$ cat src/rtl/upd_pkg.sv
`default_nettype none

package upd_pkg;

	localparam logic [7:0] CH_PCT   = 8'h25;
	localparam logic [7:0] CH_PLUS  = 8'h2B;
	localparam logic [7:0] CH_SPACE = 8'h20;
	localparam logic [7:0] CH_ZERO  = 8'h30;
	localparam logic [7:0] CH_NINE  = 8'h39;
	localparam logic [7:0] CH_TWO   = 8'h32;
	localparam logic [7:0] CH_SEVEN = 8'h37;
	localparam logic [7:0] CH_UP_A  = 8'h41;
	localparam logic [7:0] CH_UP_F  = 8'h46;

	// escape tracking
	typedef enum logic [1:0] {
		PH_IDLE  = 2'd0,
		PH_PCT   = 2'd1,
		PH_DIGIT = 2'd2
	} phase_t;

	// one queue entry: the 1 to 3 result beats caused by one input beat
	typedef struct packed {
		logic [1:0]      cnt;
		logic [2:0][7:0] data;
		logic            has;
		logic            last;
	} op_t;

	typedef struct packed {
		op_t        op;
		phase_t     next_phase;
		logic [7:0] next_held;
	} step_t;

	function automatic step_t decode_step(phase_t phase, logic [7:0] held,
		logic [7:0] b, logic last);
		step_t           s;
		logic [1:0]      n;
		logic [2:0][7:0] d;
		logic [3:0]      hi;
		logic [3:0]      lo;
		logic            lo_ok;
		logic            ok;
		logic [7:0]      val;
		phase_t          np;
		logic [7:0]      nh;
		s     = '0;
		n     = 2'd0;
		d     = '0;
		np    = PH_IDLE;
		nh    = held;
		hi    = held[3:0];
		lo    = 4'd0;
		lo_ok = 1'b0;
		ok    = 1'b0;
		if (b >= CH_ZERO && b <= CH_NINE) begin
			lo    = b[3:0];
			lo_ok = 1'b1;
		end else if (b >= CH_UP_A && b <= CH_UP_F) begin
			lo    = b[3:0] + 4'd9;
			lo_ok = 1'b1;
		end
		unique case (hi)
			4'd2:    ok = 1'b1;
			4'd3:    ok = (lo >= 4'd10);
			4'd4:    ok = (lo == 4'd0);
			4'd5:    ok = (lo >= 4'd11);
			4'd6:    ok = (lo == 4'd0);
			4'd7:    ok = (lo >= 4'd11) && (lo <= 4'd14);
			default: ok = 1'b0;
		endcase
		ok  = ok && lo_ok;
		val = {hi, lo};
		if (val == CH_SPACE) begin
			val = CH_PLUS;
		end
		unique case (phase)
			PH_PCT: begin
				nh = b;
				np = PH_DIGIT;
			end
			PH_DIGIT: begin
				nh = 8'd0;
				if (held < CH_TWO || held > CH_SEVEN) begin
					// whole triple dropped
				end else if (ok) begin
					d[n] = val;
					n    = n + 2'd1;
				end else begin
					d[n] = CH_PCT;
					n    = n + 2'd1;
					d[n] = held;
					n    = n + 2'd1;
					if (b == CH_SPACE) begin
						d[n] = CH_PLUS;
						n    = n + 2'd1;
					end else if (b == CH_PCT) begin
						np = PH_PCT;
					end else begin
						d[n] = b;
						n    = n + 2'd1;
					end
				end
			end
			default: begin
				if (b == CH_SPACE) begin
					d[n] = CH_PLUS;
					n    = n + 2'd1;
				end else if (b == CH_PCT) begin
					np = PH_PCT;
				end else begin
					d[n] = b;
					n    = n + 2'd1;
				end
			end
		endcase
		s.op.has = 1'b1;
		if (last) begin
			if (np == PH_PCT) begin
				d[n] = CH_PCT;
				n    = n + 2'd1;
			end else if (np == PH_DIGIT) begin
				d[n] = CH_PCT;
				n    = n + 2'd1;
				d[n] = nh;
				n    = n + 2'd1;
			end
			np = PH_IDLE;
			nh = 8'd0;
			if (n == 2'd0) begin
				s.op.has = 1'b0;
				n        = 2'd1;
			end
		end
		s.op.cnt     = n;
		s.op.data    = d;
		s.op.last    = last;
		s.next_phase = np;
		s.next_held  = nh;
		return s;
	endfunction

endpackage

`default_nettype wire

$ cat src/rtl/upd_front.sv
`default_nettype none

module upd_front (
	input  wire logic       clk,
	input  wire logic       arst_n,
	input  wire logic       in_valid,
	output logic            in_ready,
	input  wire logic [7:0] in_byte,
	input  wire logic       in_last,
	input  wire logic       q_full,
	output logic            q_push,
	output upd_pkg::op_t    q_op
);

	upd_pkg::phase_t phase_q, phase_d;
	logic [7:0]      held_q, held_d;
	upd_pkg::step_t  step;
	logic            accept;

	always_ff @(posedge clk or negedge arst_n) begin
		if (!arst_n) begin
			phase_q <= upd_pkg::PH_IDLE;
			held_q  <= 8'd0;
		end else begin
			phase_q <= phase_d;
			held_q  <= held_d;
		end
	end

	always_comb begin
		in_ready = !q_full;
		accept   = in_valid && in_ready;
		step     = upd_pkg::decode_step(phase_q, held_q, in_byte, in_last);
		phase_d  = phase_q;
		held_d   = held_q;
		if (accept) begin
			phase_d = step.next_phase;
			held_d  = step.next_held;
		end
		// beats that leave nothing to emit are not queued
		q_push = accept && (step.op.cnt != 2'd0);
		q_op   = step.op;
	end

endmodule

`default_nettype wire

$ cat src/rtl/upd_queue.sv
`default_nettype none

module upd_queue #(
	parameter int unsigned DEPTH = 2
) (
	input  wire logic         clk,
	input  wire logic         arst_n,
	input  wire logic         push,
	input  wire upd_pkg::op_t push_op,
	output logic              full,
	input  wire logic         pop,
	output logic              head_valid,
	output upd_pkg::op_t      head_op
);

	localparam int unsigned PW = (DEPTH > 1) ? $clog2(DEPTH) : 1;
	localparam int unsigned CW = $clog2(DEPTH + 1);

	upd_pkg::op_t  entries_q [DEPTH];
	logic [PW-1:0] wr_ptr_q, rd_ptr_q;
	logic [CW-1:0] count_q;
	logic          do_push, do_pop;

	assign full       = (count_q == CW'(DEPTH));
	assign head_valid = (count_q != '0);
	assign head_op    = entries_q[rd_ptr_q];
	assign do_push    = push && !full;
	assign do_pop     = pop && head_valid;

	always_ff @(posedge clk) begin
		if (do_push) begin
			entries_q[wr_ptr_q] <= push_op;
		end
	end

	always_ff @(posedge clk or negedge arst_n) begin
		if (!arst_n) begin
			wr_ptr_q <= '0;
			rd_ptr_q <= '0;
			count_q  <= '0;
		end else begin
			if (do_push) begin
				wr_ptr_q <= (wr_ptr_q == PW'(DEPTH - 1)) ? '0 : wr_ptr_q + 1'b1;
			end
			if (do_pop) begin
				rd_ptr_q <= (rd_ptr_q == PW'(DEPTH - 1)) ? '0 : rd_ptr_q + 1'b1;
			end
			if (do_push && !do_pop) begin
				count_q <= count_q + 1'b1;
			end else if (do_pop && !do_push) begin
				count_q <= count_q - 1'b1;
			end
		end
	end

endmodule

`default_nettype wire

$ cat src/rtl/upd_back.sv
`default_nettype none

module upd_back (
	input  wire logic         clk,
	input  wire logic         arst_n,
	input  wire logic         head_valid,
	input  wire upd_pkg::op_t head_op,
	output logic              pop,
	output logic              out_valid,
	input  wire logic         out_ready,
	output logic [7:0]        out_byte,
	output logic              has_byte,
	output logic              out_last
);

	logic [1:0] idx_q;
	logic       valid_q;
	logic [7:0] byte_q;
	logic       has_q;
	logic       last_q;
	logic       load;
	logic       final_beat;

	assign load       = head_valid && (!valid_q || out_ready);
	assign final_beat = (idx_q == head_op.cnt - 2'd1);
	assign pop        = load && final_beat;

	always_ff @(posedge clk or negedge arst_n) begin
		if (!arst_n) begin
			valid_q <= 1'b0;
			idx_q   <= 2'd0;
		end else begin
			if (load) begin
				valid_q <= 1'b1;
				idx_q   <= final_beat ? 2'd0 : idx_q + 2'd1;
			end else if (out_ready) begin
				valid_q <= 1'b0;
			end
		end
	end

	always_ff @(posedge clk) begin
		if (load) begin
			byte_q <= head_op.data[idx_q];
			has_q  <= head_op.has;
			last_q <= head_op.last && final_beat;
		end
	end

	assign out_valid = valid_q;
	assign out_byte  = byte_q;
	assign has_byte  = has_q;
	assign out_last  = last_q;

endmodule

`default_nettype wire

$ cat src/rtl/url_percent_decoder_unit.sv
// channel | valid    | ready     | payload
// input   | in_valid | in_ready  | in_byte[7:0], in_last
// output  | out_valid| out_ready | out_byte[7:0], has_byte, out_last
//
// one input beat is taken per cycle while the op queue has room
// each input beat yields 0 to 3 output beats, which pass through the op queue and
// the output register and leave it at one per cycle while out_ready is high
// a stalled output fills the QUEUE_DEPTH entry op queue, then in_ready drops
// arst_n clears the escape state, the queue and the output register
`default_nettype none

module url_percent_decoder_unit #(
	parameter int unsigned QUEUE_DEPTH = 2
) (
	input  wire logic       clk,
	input  wire logic       arst_n,
	input  wire logic       in_valid,
	output logic            in_ready,
	input  wire logic [7:0] in_byte,
	input  wire logic       in_last,
	output logic            out_valid,
	input  wire logic       out_ready,
	output logic [7:0]      out_byte,
	output logic            has_byte,
	output logic            out_last
);

	// front to queue
	logic         q_full;
	logic         q_push;
	upd_pkg::op_t q_op;

	// queue to back
	logic         q_pop;
	logic         head_valid;
	upd_pkg::op_t head_op;

	// front: escape state machine, classifies each beat into a group of results
	upd_front u_front (
		.clk      (clk),
		.arst_n   (arst_n),
		.in_valid (in_valid),
		.in_ready (in_ready),
		.in_byte  (in_byte),
		.in_last  (in_last),
		.q_full   (q_full),
		.q_push   (q_push),
		.q_op     (q_op)
	);

	// short queue of result groups, decouples the two sides
	upd_queue #(
		.DEPTH (QUEUE_DEPTH)
	) u_queue (
		.clk        (clk),
		.arst_n     (arst_n),
		.push       (q_push),
		.push_op    (q_op),
		.full       (q_full),
		.pop        (q_pop),
		.head_valid (head_valid),
		.head_op    (head_op)
	);

	// back: walks each group one result beat at a time into the output register
	upd_back u_back (
		.clk        (clk),
		.arst_n     (arst_n),
		.head_valid (head_valid),
		.head_op    (head_op),
		.pop        (q_pop),
		.out_valid  (out_valid),
		.out_ready  (out_ready),
		.out_byte   (out_byte),
		.has_byte   (has_byte),
		.out_last   (out_last)
	);

endmodule

`default_nettype wire

$ cat config.mk
export PLATFORM = sky130hd
export DESIGN_NAME = url_percent_decoder_unit
export DESIGN_NICKNAME = d
export VERILOG_FILES = /design/src/rtl/upd_pkg.sv /design/src/rtl/upd_front.sv /design/src/rtl/upd_queue.sv /design/src/rtl/upd_back.sv /design/src/rtl/url_percent_decoder_unit.sv
export SDC_FILE = /design/constraint.sdc
export NUM_CORES = 1
export LEC_CHECK = 0
export BUFFER_PORTS_ARGS = -buffer_cell sky130_fd_sc_hd__buf_2
export CAP_MARGIN = 20
export CORE_UTILIZATION = 49
export DETAILED_ROUTE_END_ITERATION = 8
export GPL_TIMING_DRIVEN = 0
export PLACE_DENSITY = 0.68
export REMOVE_ABC_BUFFERS = 1
export SLEW_MARGIN = 20
export SYNTH_ARGS = -nofsm -noshare
export SYNTH_HDL_FRONTEND = slang
export SYNTH_SLANG_ARGS = --single-unit
$ cat constraint.sdc
create_clock -name clk -period 4.9 [get_ports clk]
set_input_delay 0.735 -clock clk [delete_from_list [all_inputs] [get_ports clk]]
set_output_delay 0.735 -clock clk [all_outputs]
set_load 0.05 [all_outputs]
==> results.ini, run 1 <==
[floorplan]
die-area_um2 = 9690
core.rowCount = 34
start_util = 0.515
die_h_um = 98.5
fp.dieW_um = 98.5
coreArea_um2 = 8850
io_pins = 25

[synthesis]
syn_inst = 404
synthTopCellsByCount = 66 x edfxtp_1, 45 x nand2_1, 29 x nor2_1, 26 x o21ai_0, 25 x inv_1
yosys.area.top_type_share = 0.435
syn_area_um2 = 4560
synth.distinct_cells = 61
async_reset_ff_frac = 0.205
synth_top_flop_cell = edfxtp_1
yosysMostFrequentCell = edfxtp_1
synth_edf_count = 66
yosys-top-cells-area = edfxtp_1 43%, dfrtp_1 9.3%, mux4_2 4.0%
ys_warn_count = 0
synth_top_area_cell = edfxtp_1
ys_seq_area_frac = 0.528
syn_area_per_cell_um2 = 11.3
yosys_register_bits = 83

[pwr]
vdd.ir_drop.worst_mv = 0.266
total_power_uw = 2280
power.leakage_uw = 0.00183
p_per_area_nw_per_um2 = 457

[drt]
wire_per_inst_um = 18.8
dr.pass1.iters = 8
vias = 3264
drtIter0Drc = 246
vias_per_cell = 6.09
routed_wl_um = 10100
route.detailed.drc = 1
postRouteAntennaNets = 0

[cts]
cts_root_buf = clkbuf_8
ctsHtreeMaxLevel = 3
post-cts-setup-buffers = 0
clock_sinks = 83
cts_tree = done
cts_buffers = 9
path_clk_slew_ps = 90
cts_buffer_depth = 2
clk_latency_ps = 360

[timing]
drv_slew = 0
maxSlewHeadroom = 0.394
finalClockSkew_ps = 12.4
period_share = 0.926
tightest_slew_ps = 910
rsz0062_at_grt = false
setup_ws_ps = 361
min_period_ps = 4540
finalSetupViolCount = 0
timing.hold.ws_ps = 305
clock.fmax_mhz = 220
hold_viol = 0

[status]
outcome = finished, violations left
violations = design-rule violations

[place]
routabilityCongestion = 0.865
dp_slack_ps = -381
place_inst = 520
portBuffers = 24
hpwlAfterDp_um = 7220

[finish]
drive_gt1_frac = 0.171
diodes = 0
final_nets = 449
area_growth_pct = 9.55
final_cells = 536
num-fill-cells = 754

[critical_path]
crit_path_start = in_byte[1]
r2r_end = u_queue.count_q[1]
worstRegToRegCells = 15
required_ps = 5170
r2r_start = u_front.held_q[3]
critPathCaptureType = register
path_class = in2reg
reg2reg_slack_ps = 1130
critPathMaxFanout = 15
cp.arrival_ps = 4810
cp-start-kind = input pin

[global_routing]
grt_max_degree = 32
grt_antenna_before_repair = 0
grt_overflow_total = 0
grt_pass1_vias = 3132
grt_usage = 0.223
grt_pass1_wl_um = 16400

[worst_hold_path]
min_path_type = in2async

[job]
cap_violations = 0

==> critical path, cell delays in order <==
cell      delay (ps)
buf_2            190
inv_1            110
ha_1             230
nor4b_1          180
nor4_4           440
a22oi_2          180
or4_4            520
o211ai_4         150
and2_4           310
nand2_1          150
ha_1             300
nor3b_1          170
o31ai_4          400
inv_1             90
ha_1             200
xor2_1           140
nor2_1           120
xor2_1           190
==> state kept, by name (all words and copies together), names as in the netlist <==
register           cells
u_back.out_byte        8
u_back.out_valid       1
u_queue.rd_ptr_q       1
u_queue.entries_q     56
u_back.out_last        1
u_front.held_q         8
u_queue.count_q        2
u_back.idx_q           2
u_front.phase_q        2
u_queue.wr_ptr_q       1
u_back.has_byte        1
==> power breakdown <==
part | total [uW] | switching, uW | internal, uW
Combinational | 702 | 436 | 266
Sequential | 1100 | 128 | 976
Clock | 475 | 277 | 198
==> cells in the final DEF, fill, tap and decap left out, types with 13 or more instances in the layout <==
cell,count
a21oi_1,18
buf_2,24
dfrtp_1,16
edfxtp_1,66
ha_1,13
inv_1,25
nand2_1,45
nor2_1,27
o21ai_0,26
o22ai_1,13
==> repair_timing <==
action | in CTS | in global routing
hold buffers | 0 | 0
endpoints found under the setup margin | 1 | 1
pin swaps | 0 | 0
gates resized for setup | 1 | 2
==> cell type report <==
type,count,area (um2),share of cell area
Sequential cell,83,2410,0.482
Multi-Input combinational cell,278,2000,0.401
Timing Repair Buffer,26,160,0.0321
Tap cell,108,135,0.0271
Clock buffer,9,124,0.0248
Inverter,25,93.8,0.0188
Clock inverter,7,71.3,0.0143
==> cells by family (layout without fill, tap and decap cells) <==
| family | after synthesis | count (layout) | share of synthesized area |
|---|---|---|---|
| compound gates | 115 | 115 | 0.177 |
| xor+xnor | 6 | 6 | 0.0115 |
| fa+ha+maj | 13 | 13 | 0.0357 |
| buf+inv | 43 | 67 | 0.0392 |
| flops | 83 | 83 | 0.528 |
| mux | 22 | 22 | 0.0708 |
| simple gates | 122 | 122 | 0.138 |
==> through the flow <==
| step | area, um2 | util | setup TNS [ps] |
|---|---|---|---|
| 2_1_floorplan | 4470 | - | -21740 |
| 3_3_place_gp | 4730 | 0.535 | -95890 |
| 3_5_place_dp | 4790 | 0.542 | -13820 |
| 4_1_cts | 4990 | 0.564 | 0 |
| 5_1_grt | 4990 | 0.564 | 0 |
| 6_report | 4990 | 0.564 | 0 |
==> layer usage <==
layer,global-route usage,wire length (um),vias to the layer above,share of wire
met5,0,0,-,0
met4,0.0746,152,0,0.015
met3,0.0326,524,14,0.052
met2,0.358,4820,108,0.48
met1,0.315,4560,1585,0.45
li1,-,-,1557,-
==> worst max path at each step <==
stage / end / depth (start not counted)
2_1_floorplan: u_queue.entries_q[0][0] / 13
3_3_place_gp: u_queue.entries_q[1][25] / 14
3_5_place_dp: u_queue.count_q[1] / 18
4_1_cts: u_queue.count_q[1] / 18
5_1_grt: u_queue.count_q[1] / 18
6_report: u_queue.count_q[1] / 18
Power figures use the tool's default switching activity.
==> inputs of run 2 (changes only) <==
--- a/config.mk
+++ b/config.mk
@@ -9,7 +9,6 @@
 export CAP_MARGIN = 20
 export CORE_UTILIZATION = 49
 export DETAILED_ROUTE_END_ITERATION = 8
-export GPL_TIMING_DRIVEN = 0
 export PLACE_DENSITY = 0.68
 export REMOVE_ABC_BUFFERS = 1
 export SLEW_MARGIN = 20
==> run 2 against run 1 <==
The flow still finishes with violations (design-rule violations). Sequential power decreased by 4%. Non-clock buffer count increased by 5. Sequential share of layout area about the same. Power decreased by 1.3%. Utilization is 0.071 points lower. Fmax grew 4.6%. Clock skew grew 1.0 ps. Die area did not move. Clock power shrank 5.3%.
==> results.ini, run 2 (synthesized netlist as in run 1, its figures left out) <==
[status]
outcome = finished, violations left
violations = design-rule violations

[timing]
rsz0062_at_grt = false
drv_slew = 0  ; unchanged
finalSetupViolCount = 0  ; unchanged
finalClockSkew_ps = 13.5  ; +1.03 ps
tns_ps = 0  ; unchanged
hold_viol = 0  ; unchanged
min_period_ps = 4340  ; -200 ps
period_share = 0.885  ; -0.0409
setup_ws_ps = 562  ; +200 ps
maxSlewHeadroom = 0.594  ; +0.201
tightest_slew_ps = 609  ; -301 ps
clock.fmax_mhz = 231  ; +4.6%

[place]
dp_slack_ps = 240  ; +622 ps
portBuffers = 24  ; unchanged
dpl-instance-area_um2 = 4810  ; +0.39%
routabilityCongestion = 0.911  ; +5.4%
hpwlAfterDp_um = 7270  ; +0.71%

[finish]
layout_commonest_cell = edfxtp_1
mostFrequentLayoutCells = 66 x edfxtp_1, 45 x nand2_1, 27 x nor2_1
area_growth_pct = 9.41
final_area_um2 = 4990  ; -0.13%
largest_register_ffs = 56  ; unchanged
regMostFlops = u_queue.entries_q
final_nets = 454  ; +1.1%
drive_gt1_frac = 0.169  ; -0.00197
num-fill-cells = 771  ; +2.3%
diodes = 0  ; unchanged

[critical_path]
path_class = in2reg
critPathCaptureType = register
required_ps = 5170  ; about the same
cp.arrival_ps = 4610  ; -200 ps
worstPathCellList = buf_2, inv_1, ha_1, nor4b_1, nor4_4, mux2i_1, o211a_1, a21oi_1, and2_1, nand2_1, ha_1, nor3b_1, o31ai_4, inv_1, ha_1, nor2_1, xor2_1
worstRegToRegCells = 14  ; -1
slowest_stage = nor4_4
critPathMaxFanout = 8  ; -7
r2r_end = u_queue.count_q[1]
path_common_cell = ha_1
cp-start-kind = input pin
reg2reg_slack_ps = 1270  ; +140 ps
r2r_start = u_front.held_q[3]
slowest_delay_ps = 460  ; -60 ps

[global_routing]
grt_pass1_wl_um = 16500  ; +0.34%
grt.met2_usage = 0.352  ; -0.00542
grtUsageMet3 = 0.0518  ; +0.0191
grt_most_used_layer = met2
grt_pass1_vias = 3220  ; +2.8%
grt_overflow_total = 0  ; unchanged
grt_use_met1 = 0.309  ; -0.00603
grt_max_degree = 32  ; unchanged
grt_usage = 0.223  ; about the same
grt_antenna_before_repair = 0  ; unchanged

[floorplan]
die-area_um2 = 9690  ; unchanged
fp.dieW_um = 98.5  ; unchanged
coreArea_um2 = 8850  ; unchanged
io_pins = 25  ; unchanged
die_h_um = 98.5  ; unchanged
core.rowCount = 34  ; unchanged
start_util = 0.515  ; unchanged

[drt]
postRouteAntennaNets = 0  ; unchanged
wire_per_inst_um = 18.6  ; -0.87%
dr.pass1.iters = 7  ; -1
vias = 3355  ; +2.8%
vias_per_cell = 6.20  ; +1.8%
route.detailed.drc = 1  ; unchanged
routed_wl_um = 10100  ; about the same
drtIter0Drc = 280  ; +14%

[job]
cap_violations = 0  ; unchanged

[pwr]
vdd.ir_drop.worst_mv = 0.216  ; -19%
p_per_area_nw_per_um2 = 451  ; -1.1%
total_power_uw = 2250  ; -1.3%
power.leakage_uw = 0.00184  ; +0.47%

[cts]
holdBufCountCts = 0  ; unchanged
clk_latency_ps = 350  ; about the same
cts_tree = done
ctsHtreeMaxLevel = 3  ; unchanged
cts_root_buf = clkbuf_8
cts-resized-gates = 0  ; -1
cts_buffer_depth = 2  ; unchanged
clock_sinks = 83  ; unchanged
path_clk_slew_ps = 90  ; about the same
cts_buffers = 9  ; unchanged
post-cts-setup-buffers = 0  ; unchanged

[worst_hold_path]
min_path_type = in2async

-- run 2: changes by cell type in the layout (fill, tap and decap cells not counted), sizes merged --
| cell | delta |
|---|---|
| clkbuf | +1 |
| buf | +5 |
| clkinv | -1 |
| clkinvlp | +1 |
| inv | -1 |
-- run 2: per-layer routing --
layer	wire length, um	share of wire
met4	174	0.017
met1	4580	0.46
met5	0	0
met2	4630	0.46
met3	674	0.067
-- run 2: layout make-up --
type	count	area, um2	share of cell area
clock inverters	6	48.8	0.00978
multi-input cells	278	1980	0.397
inverters	25	93.8	0.0188
repair buffers	31	198	0.0396
clock buffers	10	128	0.0256
flip-flops and latches	83	2410	0.483
well taps	108	135	0.0271
-- run 2: where the power goes --
part	total (uW)	switching, uW	internal, uW
Combinational	743	475	269
Sequential	1060	83.1	976
Clock	450	261	189
-- run 2: per-stage QoR --
| stage | std cells | hold slack [ps] | utilization |
|---|---|---|---|
| global route | 541 | 320 | 0.564 |
| detailed placement | 525 | 487 | 0.544 |
| floorplan | 386 | 439 | - |
| global placement | 525 | 471 | 0.544 |
| CTS | 541 | 298 | 0.564 |
| finish | 541 | 293 | 0.564 |
-- run 2: worst max-delay path by stage --
| stage | startpoint | end | slack [ps] |
|---|---|---|---|
| 2_1_floorplan | in_byte[0] | u_queue.entries_q[0][0] | -390 |
| 3_3_place_gp | in_byte[0] | u_queue.count_q[1] | 430 |
| 3_5_place_dp | in_byte[0] | u_queue.count_q[1] | 240 |
| 4_1_cts | in_byte[0] | u_queue.count_q[1] | 610 |
| 5_1_grt | in_byte[1] | u_queue.count_q[1] | 250 |
| 6_report | in_byte[0] | u_queue.count_q[1] | 560 |
-- run 2: critical path: cells and delay by family --
kind / cells / cell delay [ps]
and+or+nand+nor: 6 / 1290
AOI/OAI and AO/OA: 3 / 940
adders and majority gates: 3 / 860
buffers and inverters: 3 / 350
muxes: 1 / 230
xor gates and xnor gates: 1 / 180
==> inputs of run 3 (changes only) <==
--- a/config.mk
+++ b/config.mk
@@ -6,10 +6,10 @@
 export NUM_CORES = 1
 export LEC_CHECK = 0
 export BUFFER_PORTS_ARGS = -buffer_cell sky130_fd_sc_hd__buf_2
-export CAP_MARGIN = 20
+export CAP_MARGIN = 0
 export CORE_UTILIZATION = 49
 export DETAILED_ROUTE_END_ITERATION = 8
-export PLACE_DENSITY = 0.68
+export PLACE_DENSITY_LB_ADDON = 0.05
 export REMOVE_ABC_BUFFERS = 1
 export SLEW_MARGIN = 20
 export SYNTH_ARGS = -nofsm -noshare
==> run 3 against run 2 <==
The run now ends clean. Wire length increased by 3.2%. Combinational power increased by 0.5%. Non-clock buffer count unchanged. Critical endpoint unchanged. Utilization increased by 0.27 points. Clock-buffer cell count unchanged.
==> results.ini, run 3 (synthesized netlist as in run 1, its figures left out) <==
[status]
outcome = finished, final reports clean

[timing]
clock.fmax_mhz = 233  ; +0.90%
setup_ws_ps = 600  ; +38.6 ps
finalClockSkew_ps = 11.4  ; -2.08 ps
finalSetupViolCount = 0  ; unchanged
timing.hold.ws_ps = 287  ; -5.51 ps
drv_slew = 0  ; unchanged
maxSlewHeadroom = 0.569  ; -0.0255
rsz0062_at_grt = false
hold_viol = 0  ; unchanged
min_period_ps = 4300  ; -38.6 ps
tightest_slew_ps = 637  ; +28.1 ps
period_share = 0.877  ; -0.00789

[global_routing]
grt_most_used_layer = met1
grt_overflow_total = 0  ; unchanged
grt_usage = 0.228  ; +0.00489
grt_max_degree = 32  ; unchanged
grt_antenna_before_repair = 0  ; unchanged
grt_pass1_wl_um = 16700  ; +1.5%
grt_use_met1 = 0.349  ; +0.0402
grtUsageMet3 = 0.0397  ; -0.0121
grt_pass1_vias = 3006  ; -6.6%
grt.met2_usage = 0.333  ; -0.0195

[floorplan]
io_pins = 25  ; unchanged
die-area_um2 = 9690  ; unchanged
start_util = 0.515  ; unchanged
fp.dieW_um = 98.5  ; unchanged
coreArea_um2 = 8850  ; unchanged
core.rowCount = 34  ; unchanged
die_h_um = 98.5  ; unchanged

[finish]
mostFrequentLayoutCells = 66 x edfxtp_1, 45 x nand2_1, 27 x nor2_1
area_growth_pct = 9.93
final_core_util = 0.566  ; +0.00269
layout_commonest_cell = edfxtp_1
multi_input_area_um2 = 1980  ; unchanged
largest_register_ffs = 56  ; unchanged
regMostFlops = u_queue.entries_q
num-fill-cells = 762  ; -1.2%
final_nets = 454  ; unchanged
regArea_um2 = 2410  ; unchanged
drive_gt1_frac = 0.169  ; unchanged
diodes = 0  ; unchanged

[critical_path]
cp-start-kind = input pin
path_common_cell = ha_1
crit_buf_inv = 3  ; unchanged
slowest_delay_ps = 470  ; about the same
slowest_stage = a21oi_1
path_class = in2reg
worstPathCellList = buf_2, inv_1, ha_1, nor4b_1, nor4_4, mux2i_1, o211a_1, a21oi_1, and2_1, nand2_1, ha_1, nor3b_1, o31ai_4, inv_1, ha_1, xor2_1, nor2_1, xor2_1
cp.arrival_ps = 4550  ; -60 ps
required_ps = 5150  ; -20 ps
critPathCaptureType = register
critical-path-top-delay-family = simple AND/OR/NAND/NOR gates
critPathMaxFanout = 8  ; unchanged

[pwr]
p_per_area_nw_per_um2 = 461  ; +2.2%
total_power_uw = 2310  ; +2.7%
vdd.ir_drop.worst_mv = 0.219  ; +1.5%
power.leakage_uw = 0.00185  ; +0.63%

[cts]
holdBufCountCts = 0  ; unchanged
post-cts-setup-buffers = 0  ; unchanged
cts_buffers = 9  ; unchanged
path_clk_slew_ps = 90  ; about the same
clk_latency_ps = 360  ; about the same
cts_root_buf = clkbuf_8
cts_buffer_depth = 2  ; unchanged
cts_tree = done
ctsHtreeMaxLevel = 3  ; unchanged
cts-resized-gates = 0  ; unchanged
clock_sinks = 83  ; unchanged

[place]
routabilityCongestion = 0.938  ; +3.0%
hpwlAfterDp_um = 7260  ; about the same
dp_slack_ps = 301  ; +60.6 ps
portBuffers = 24  ; unchanged

[drt]
routed_wl_um = 10400  ; +3.2%
dr.pass1.iters = 6  ; -1
route.detailed.drc = 0  ; -1
postRouteAntennaNets = 0  ; unchanged
drtIter0Drc = 292  ; +4.3%
vias = 3265  ; -2.7%
wire_per_inst_um = 19.2  ; +3.2%
vias_per_cell = 6.04  ; -2.7%

[worst_hold_path]
min_path_type = in2async

[job]
cap_violations = 0  ; unchanged

-- run 3: changes by cell type in the layout (fill, tap and decap cells not counted), sizes merged --
cell	previous run	this run
clkinv	1	0
bufinv	0	1
-- run 3: metrics by stage --
step,std cells,area (um2),TNS [ps]
CTS,541,5010,0
detailed placement,525,4810,0
floorplan,386,4470,-21740
global placement,525,4810,0
finish,541,5010,0
global route,541,5010,0
-- run 3: cell type report --
class / count / area share
clock buffers: 10 / 0.0255
clock inverters: 6 / 0.0145
inverters: 25 / 0.0187
multi-input cells: 278 / 0.395
flip-flops and latches: 83 / 0.480
well taps: 108 / 0.0270
repair buffers: 31 / 0.0394
-- run 3: routing by layer --
metal	up-vias	wire length (um)
li1	1563	-
met1	1550	4860
met2	137	4730
met3	15	650
met4	0	154
met5	-	0
-- run 3: final timing paths --
check / start / endpoint / slack [ps] / cells past startpoint
setup / recovery: in_byte[0] / u_queue.count_q[1] / 600 / 18
hold / removal: arst_n / u_back.out_valid / 290 / 1
setup reg to reg: u_front.held_q[3] / u_queue.count_q[1] / 1250 / 15
hold reg to reg: u_back.out_valid / u_back.out_valid / 510 / 2
max in group asynchronous: arst_n / u_front.held_q[0] / 4330 / 1
min in group clk: u_back.out_valid / u_back.out_valid / 510 / 2
-- run 3: power by group --
part | total (uW) | leakage (uW) | switching [uW] | internal [uW]
Combinational | 747 | 0.000928 | 479 | 268
Clock | 505 | 0.0000910 | 264 | 241
Sequential | 1060 | 0.000835 | 85.4 | 976
-- run 3: worst register-to-register path: stages, from the launching register on --
cell and delay, ps:
dfrtp_1 500, nor4b_1 370, nand3_1 130, nor2_1 240, nand2_1 80, a21oi_1 470, and2_1 240, nand2_1 120
ha_1 300, nor3b_1 400, o31ai_4 120, inv_1 70, ha_1 140, xor2_1 150, nor2_1 60, xor2_1 130
